--- config.mk ---
export PLATFORM = sky130hd
export DESIGN_NAME = rsa_modular_exponentiation
export DESIGN_NICKNAME = d
export VERILOG_FILES = /design/src/rsa_pkg.sv /design/src/rsa_mod_mul.sv /design/src/rsa_modular_exponentiation.sv
export VERILOG_INCLUDE_DIRS = /design/src /design/src/src
export SDC_FILE = /design/constraint.sdc
export NUM_CORES = 1
export LEC_CHECK = 0
export ABC_AREA = 1
export BUFFER_PORTS_ARGS = -buffer_cell sky130_fd_sc_hd__buf_2
export CAP_MARGIN = 20
export CORE_ASPECT_RATIO = 0.8
export CORE_MARGIN = 3
export CORE_UTILIZATION = 25
export CTS_CLUSTER_DIAMETER = 100
export CTS_CLUSTER_SIZE = 24
export DETAILED_ROUTE_END_ITERATION = 8
export PLACE_DENSITY = 0.4
export RECOVER_POWER = 25
export SYNTH_ARGS = -nofsm -noshare
export SYNTH_HDL_FRONTEND = slang
export SYNTH_SLANG_ARGS = --single-unit
--- constraint.sdc ---
create_clock -name clk -period 6.4 [get_ports clk]
set_clock_uncertainty 0.1 [all_clocks]
set_input_delay 0.64 -clock clk [delete_from_list [all_inputs] [get_ports clk]]
set_output_delay 0.64 -clock clk [all_outputs]
set_load 0.02 [all_outputs]
--- src/rsa_modular_exponentiation_assert.svh ---
// Assertion macros for the modular exponentiation block.
// Expect a clock named clk and an active-low reset named arst_n in scope.
`ifndef RSA_MODULAR_EXPONENTIATION_ASSERT_SVH
`define RSA_MODULAR_EXPONENTIATION_ASSERT_SVH

// Same-cycle implication.
`define RSA_ASSERT_IMP(lbl, ante, cons) \
	lbl: assert property (@(posedge clk) disable iff (!arst_n) (ante) |-> (cons)) \
		else $error("rsa: implication check failed");

// Next-cycle implication.
`define RSA_ASSERT_NXT(lbl, ante, cons) \
	lbl: assert property (@(posedge clk) disable iff (!arst_n) (ante) |=> (cons)) \
		else $error("rsa: next-cycle check failed");

`endif

--- src/rsa_pkg.sv ---
// Shared types and constants for the modular exponentiation block.
// No dependencies.
`timescale 1ns / 1ps
package rsa_pkg;

	localparam int WORD_BITS = 32;
	localparam int CNT_BITS  = $clog2(WORD_BITS);
	localparam int ADDR_BITS = 4;

	typedef logic [WORD_BITS-1:0] word_t;

	typedef enum logic [1:0] {
		REG_MODULUS     = 2'd0,
		REG_PUBLIC_EXP  = 2'd1,
		REG_PRIVATE_EXP = 2'd2
	} reg_idx_t;

	typedef struct packed {
		logic busy;
		logic done;
	} mm_stat_t;

endpackage

--- src/rsa_mod_mul.sv ---
// Bit-serial modular multiplier: one multiplier bit per cycle, top bit first.
// Depends on rsa_pkg.
`timescale 1ns / 1ps
module rsa_mod_mul (
	input  logic          clk,
	input  logic          arst_n,
	input  logic          start,
	input  rsa_pkg::word_t op_a,
	input  rsa_pkg::word_t op_b,
	input  rsa_pkg::word_t modulus,
	output rsa_pkg::word_t res,
	output rsa_pkg::mm_stat_t stat
);
	import rsa_pkg::*;

	word_t               a_q;
	word_t               b_q;
	word_t               r_q;
	logic [CNT_BITS-1:0] cnt_q;
	logic                busy_q;
	logic                done_q;
	word_t               r_dbl;
	word_t               r_nxt;

	function automatic word_t add_mod(input word_t x, input word_t y, input word_t n);
		logic [WORD_BITS:0] s;
		s = {1'b0, x} + {1'b0, y};
		if (s >= {1'b0, n})
			s = s - {1'b0, n};
		return s[WORD_BITS-1:0];
	endfunction

	always_comb begin
		r_dbl = add_mod(r_q, r_q, modulus);
		r_nxt = b_q[WORD_BITS-1] ? add_mod(r_dbl, a_q, modulus) : r_dbl;
	end

	always_ff @(posedge clk or negedge arst_n) begin
		if (!arst_n) begin
			a_q    <= '0;
			b_q    <= '0;
			r_q    <= '0;
			cnt_q  <= '0;
			busy_q <= 1'b0;
			done_q <= 1'b0;
		end else begin
			done_q <= 1'b0;
			if (start) begin
				a_q    <= op_a;
				b_q    <= op_b;
				r_q    <= '0;
				cnt_q  <= '0;
				busy_q <= 1'b1;
			end else if (busy_q) begin
				r_q   <= r_nxt;
				b_q   <= {b_q[WORD_BITS-2:0], 1'b0};
				cnt_q <= cnt_q + CNT_BITS'(1);
				if (cnt_q == CNT_BITS'(WORD_BITS - 1)) begin
					busy_q <= 1'b0;
					done_q <= 1'b1;
				end
			end
		end
	end

	assign res       = r_q;
	assign stat.busy = busy_q;
	assign stat.done = done_q;

endmodule

--- src/rsa_modular_exponentiation.sv ---
// Channel  | Dir | Handshake        | Payload
// s_*      | in  | s_tvalid/tready  | tdata message, tuser req_type
// m_*      | out | m_tvalid/tready  | tdata result
// APB      | in  | psel/penable     | modulus, public and private exponents
//
// Each item runs a chain of modular multiplies: one reduction of the message,
// then a multiply for each set exponent bit and a square for each bit below the
// highest set bit. All of them run on the single bit-serial multiplier.
// s_tready is high only while idle; a finished result waits in the output register
// and the next item is taken meanwhile. Reset clears keys (modulus to 1) and control.
// Depends on rsa_pkg, rsa_mod_mul and the assertion header.
`timescale 1ns / 1ps
module rsa_modular_exponentiation (
	input  logic                         clk,
	input  logic                         arst_n,
	input  logic                         s_tvalid,
	output logic                         s_tready,
	input  logic [31:0]                  s_tdata,  // [31:0] message
	input  logic                         s_tuser,  // [0] req_type
	output logic                         m_tvalid,
	input  logic                         m_tready,
	output logic [31:0]                  m_tdata,  // [31:0] result
	input  logic                         psel,
	input  logic                         penable,
	input  logic                         pwrite,
	input  logic [rsa_pkg::ADDR_BITS-1:0] paddr,
	input  logic [31:0]                  pwdata,
	output logic [31:0]                  prdata,
	output logic                         pready
);
	import rsa_pkg::*;

	`include "rsa_modular_exponentiation_assert.svh"

	typedef enum logic [4:0] {
		ST_IDLE    = 5'b00001,
		ST_REDUCE  = 5'b00010,
		ST_MUL_ACC = 5'b00100,
		ST_SQUARE  = 5'b01000,
		ST_DONE    = 5'b10000
	} state_t;

	state_t   st_q;
	word_t    mod_q;
	word_t    pub_q;
	word_t    priv_q;
	word_t    exp_q;
	word_t    acc_q;
	word_t    base_q;
	word_t    op_a_q;
	word_t    op_b_q;
	logic     mm_start_q;
	logic     out_valid_q;
	word_t    out_data_q;
	word_t    mm_res;
	mm_stat_t mm_stat;
	reg_idx_t reg_idx;
	logic     cfg_wr;

	assign pready   = 1'b1;
	assign reg_idx  = reg_idx_t'(paddr[3:2]);
	assign cfg_wr   = psel & penable & pwrite & pready;
	assign s_tready = (st_q == ST_IDLE);
	assign m_tvalid = out_valid_q;
	assign m_tdata  = out_data_q;

	always_comb begin
		case (reg_idx)
			REG_MODULUS:     prdata = mod_q;
			REG_PUBLIC_EXP:  prdata = pub_q;
			REG_PRIVATE_EXP: prdata = priv_q;
			default:         prdata = '0;
		endcase
	end

	always_ff @(posedge clk or negedge arst_n) begin
		if (!arst_n) begin
			mod_q  <= word_t'(1);
			pub_q  <= '0;
			priv_q <= '0;
		end else if (cfg_wr) begin
			case (reg_idx)
				REG_MODULUS:     mod_q  <= pwdata;
				REG_PUBLIC_EXP:  pub_q  <= pwdata;
				REG_PRIVATE_EXP: priv_q <= pwdata;
				default:         ;
			endcase
		end
	end

	rsa_mod_mul u_mul (
		.clk     (clk),
		.arst_n  (arst_n),
		.start   (mm_start_q),
		.op_a    (op_a_q),
		.op_b    (op_b_q),
		.modulus (mod_q),
		.res     (mm_res),
		.stat    (mm_stat)
	);

	always_ff @(posedge clk or negedge arst_n) begin
		if (!arst_n) begin
			st_q        <= ST_IDLE;
			exp_q       <= '0;
			acc_q       <= '0;
			base_q      <= '0;
			op_a_q      <= '0;
			op_b_q      <= '0;
			mm_start_q  <= 1'b0;
			out_valid_q <= 1'b0;
			out_data_q  <= '0;
		end else begin
			if (mm_start_q)
				mm_start_q <= 1'b0;
			if (m_tready && (st_q != ST_DONE))
				out_valid_q <= 1'b0;
			case (st_q)
				ST_IDLE: begin
					if (s_tvalid) begin
						exp_q <= s_tuser ? priv_q : pub_q;
						if (mod_q <= word_t'(1)) begin
							acc_q <= '0;
							st_q  <= ST_DONE;
						end else begin
							acc_q      <= word_t'(1);
							op_a_q     <= word_t'(1);
							op_b_q     <= s_tdata;
							mm_start_q <= 1'b1;
							st_q       <= ST_REDUCE;
						end
					end
				end
				ST_REDUCE: begin
					if (mm_stat.done) begin
						base_q <= mm_res;
						if (exp_q == '0) begin
							st_q <= ST_DONE;
						end else if (exp_q[0]) begin
							op_a_q     <= acc_q;
							op_b_q     <= mm_res;
							mm_start_q <= 1'b1;
							st_q       <= ST_MUL_ACC;
						end else begin
							op_a_q     <= mm_res;
							op_b_q     <= mm_res;
							mm_start_q <= 1'b1;
							st_q       <= ST_SQUARE;
						end
					end
				end
				ST_MUL_ACC: begin
					if (mm_stat.done) begin
						acc_q <= mm_res;
						if (exp_q[WORD_BITS-1:1] == '0) begin
							st_q <= ST_DONE;
						end else begin
							op_a_q     <= base_q;
							op_b_q     <= base_q;
							mm_start_q <= 1'b1;
							st_q       <= ST_SQUARE;
						end
					end
				end
				ST_SQUARE: begin
					if (mm_stat.done) begin
						base_q     <= mm_res;
						exp_q      <= {1'b0, exp_q[WORD_BITS-1:1]};
						mm_start_q <= 1'b1;
						if (exp_q[1]) begin
							op_a_q <= acc_q;
							op_b_q <= mm_res;
							st_q   <= ST_MUL_ACC;
						end else begin
							op_a_q <= mm_res;
							op_b_q <= mm_res;
							st_q   <= ST_SQUARE;
						end
					end
				end
				ST_DONE: begin
					if (!out_valid_q || m_tready) begin
						out_valid_q <= 1'b1;
						out_data_q  <= acc_q;
						st_q        <= ST_IDLE;
					end
				end
				default: st_q <= ST_IDLE;
			endcase
		end
	end

	`RSA_ASSERT_IMP(a_mul_busy_in_mul_state, mm_stat.busy,
		st_q == ST_REDUCE || st_q == ST_MUL_ACC || st_q == ST_SQUARE)
	`RSA_ASSERT_NXT(a_accept_leaves_idle, s_tvalid && s_tready, st_q != ST_IDLE)
	`RSA_ASSERT_IMP(a_result_below_modulus, m_tvalid && (mod_q > word_t'(1)), m_tdata < mod_q)
	`RSA_ASSERT_IMP(a_start_when_free, mm_start_q, !mm_stat.busy)

endmodule
==> flow_summary.toml <==
[finish]
regArea_um2 = 9970
fillers = 11561
drive_gt1_frac = 0.183
fin_nets = 4476
syn_to_final_growth_pct = 24.6
fin_util = 0.317
multi_input_comb_area_um2 = 13900

[critical_path]
slowest_stage = "dfrtp_1"
critPathMaxFanout = 24
r2r_start = "mod_q[22]$_DFFE_PN0P_"
critPathKind = "reg -> reg"
cpMostUsedCell = "nand2_1"
critPathMaxStageDelay_ns = 0.40
crit_required_ns = 6.84
cp_num_buf_inv = 7
crit_family = "simple AND/OR/NAND/NOR gates"
end_kind = "register"
critPathLaunch = "mod_q[22]$_DFFE_PN0P_"
arrival_ns = 6.49
startpoint_type = "register"

[detailed_routing]
first_iter_violations = 2308
final_antenna_net_count = 0
wl_per_cell_um = 18.2
post_drt_via_cell_ratio = 4.54
dr.pass1.iters = 5
wl_mm = 104
vias = 25920
drc = 0

[placed_design]
place_congestion = 0.889
dp_hpwl_mm = 79.8
dp_slack_ns = -0.317
port_buffers = 139

[timing]
fmax_ghz = 0.165
relSlewSlack = -0.792
worst_pin_slew_ns = 2.69
hold_viol = 0
maxSlewViolCount = 259
fin_tns_setup_ns = 0
finalCritPeriodShare = 0.945
fin_ws_ns = 0.354
final.min_clock_period_ns = 6.05
setup_viol = 0

[cts]
cts-root-buf = "clkbuf_16"
htreeDepth = 1
cts_tree = "built"
cts.sinks = 398
cts_buffer_depth = 3
cts_made_buffers = 27
path_clk_slew_ns = 0.10
clk_latency_ns = 0.63

[global_routing]
grt_pass1_wl_mm = 155
grt_usage = 0.185
globalRoute.totalOverflow = 0
grt_pass1_vias = 24405
grt_max_degree = 127
grt_antenna_before_repair = 1

[synth]
ys_seq_area_frac = 0.378
syn_area_per_cell_um2 = 6.84
synthAdderAreaFrac = 0.0488
netlist_instances = 3854
synthTopCellsByCount = "nand2_1 (1,340), inv_1 (561), dfrtp_1 (396)"
yosys.area_share.simple = 0.302
synth_warnings = 0
ys.flop_type = "dfrtp_1"
synth_top_area_frac = 0.376
ys_types = 48
syn_area_um2 = 26300
synth_mux_area_frac = 0
syn_nets = 4031
yosysMostFrequentCell = "nand2_1"
synth-compound-area-share = 0.144
synth_edf_count = 0
synthXorXnorAreaFrac = 0.0156
synthTopCellsByArea = "dfrtp_1 (38%), nand2_1 (19%), inv_1 (8.0%)"
yosysTopAreaCell = "dfrtp_1"
async_flop_share = 1.00
synth_top_family_by_area = "simple AND/OR/NAND/NOR gates"
yosys_register_bits = 398

[run]
drv_cap = 4

[die]
ios = 143
fp.dieW_um = 369
core-area_um2 = 104000
start_util = 0.255
die_area_um2 = 109000
core.rowCount = 105
dieHeight_um = 296

[status]
status = "finished with violations"
violations = "max-capacitance violations, max-slew violations"

[worst_hold_path]
min_path_type = "in -> reg"
holdCritStartpoint = "s_tdata[19]"
==> worst reg2reg max path, delay by kind of cell, from the launching register on <==
kind                       cells  cell delay, ns
DFF                            1            0.40
AOI/OAI and AO/OA              1            0.24
and+or+nand+nor               25            3.14
buffers and inverters          7            1.14
adders and majority gates      3            0.97
==> cell families (layout without fill, tap and decap cells) <==
| kind of cell | count (synthesis) | after routing |
|---|---|---|
| compound gates | 650 | 650 |
| xor+xnor | 47 | 47 |
| fa+ha+maj | 101 | 101 |
| buf+inv | 724 | 1183 |
| flops | 398 | 398 |
| other cells | 1 | 2 |
| simple gates | 1933 | 1935 |
==> path summary, 6_finish.rpt <==
path	end	slack, ns	cells after the start
worst max-delay path	u_mul.res[6]$_DFFE_PN0P_	0.35	36
worst min-delay path	op_b_q[19]$_DFFE_PN0P_	0.20	3
worst max register to register	u_mul.res[6]$_DFFE_PN0P_	0.35	36
worst min register to register	u_mul.a_q[13]$_DFFE_PN0P_	0.38	2
max in group asynchronous	mod_q[12]$_DFFE_PN0P_	2.73	3
min in group asynchronous	exp_q[3]$_DFFE_PN0P_	0.49	2
==> placed cells by master, fill, tap and decap left out, types with 11 or more instances in the layout <==
cell / instances
ha_4: 12
o21bai_1: 14
a31oi_1: 35
nor2_2: 26
o22ai_1: 31
dfrtp_1: 390
buf_4: 405
nor3_1: 48
nand2_2: 23
inv_2: 11
o21ai_1: 31
nand3_1: 262
o21ai_0: 310
o21ai_2: 57
buf_12: 14
nand4_1: 34
nor2_1: 164
nand2_1: 1320
o211ai_1: 64
buf_2: 137
inv_1: 557
xnor2_1: 14
xor2_1: 30
ha_1: 83
nand3_2: 17
a21oi_1: 92
clkbuf_16: 28
==> per-layer routing <==
metal	vias to the layer above	global-route usage	share of wire	wire, um
li1	13212	-	-	-
met1	12152	0.281	0.52	53700
met2	489	0.284	0.42	43900
met3	67	0.0212	0.044	4550
met4	0	0.0288	0.015	1610
met5	-	0	0	0
==> through the flow <==
stage | hold WS [ns] | cells | cell area [um^2]
final | 0.204 | 5707 | 32800
after global routing | 0.181 | 5706 | 32800
after CTS | 0.163 | 5701 | 32400
after detailed placement | 0.365 | 5653 | 31400
after global placement | 0.359 | 5653 | 31400
after floorplan | 0.244 | 3854 | 26300
==> layout make-up <==
type	instances	area share
clock inverters	15	0.00785
clock buffers	30	0.0209
repair buffers	567	0.125
flip-flops and latches	398	0.304
well taps	1391	0.0530
multi-input cells	2734	0.424
inverters	571	0.0653
diodes	1	0.0000762
==> repair_timing <==
item,4_1_cts,5_1_grt
pin swaps,1,6
endpoints found under the hold margin,52,0
resized for setup,2,93
setup buffers,2,2
cloned,0,3
endpoints found under the setup margin,26,32
hold buffers,1,0
Power is not shown: default switching activity piles up to over one toggle a cycle in this logic, so the estimate is an artifact.
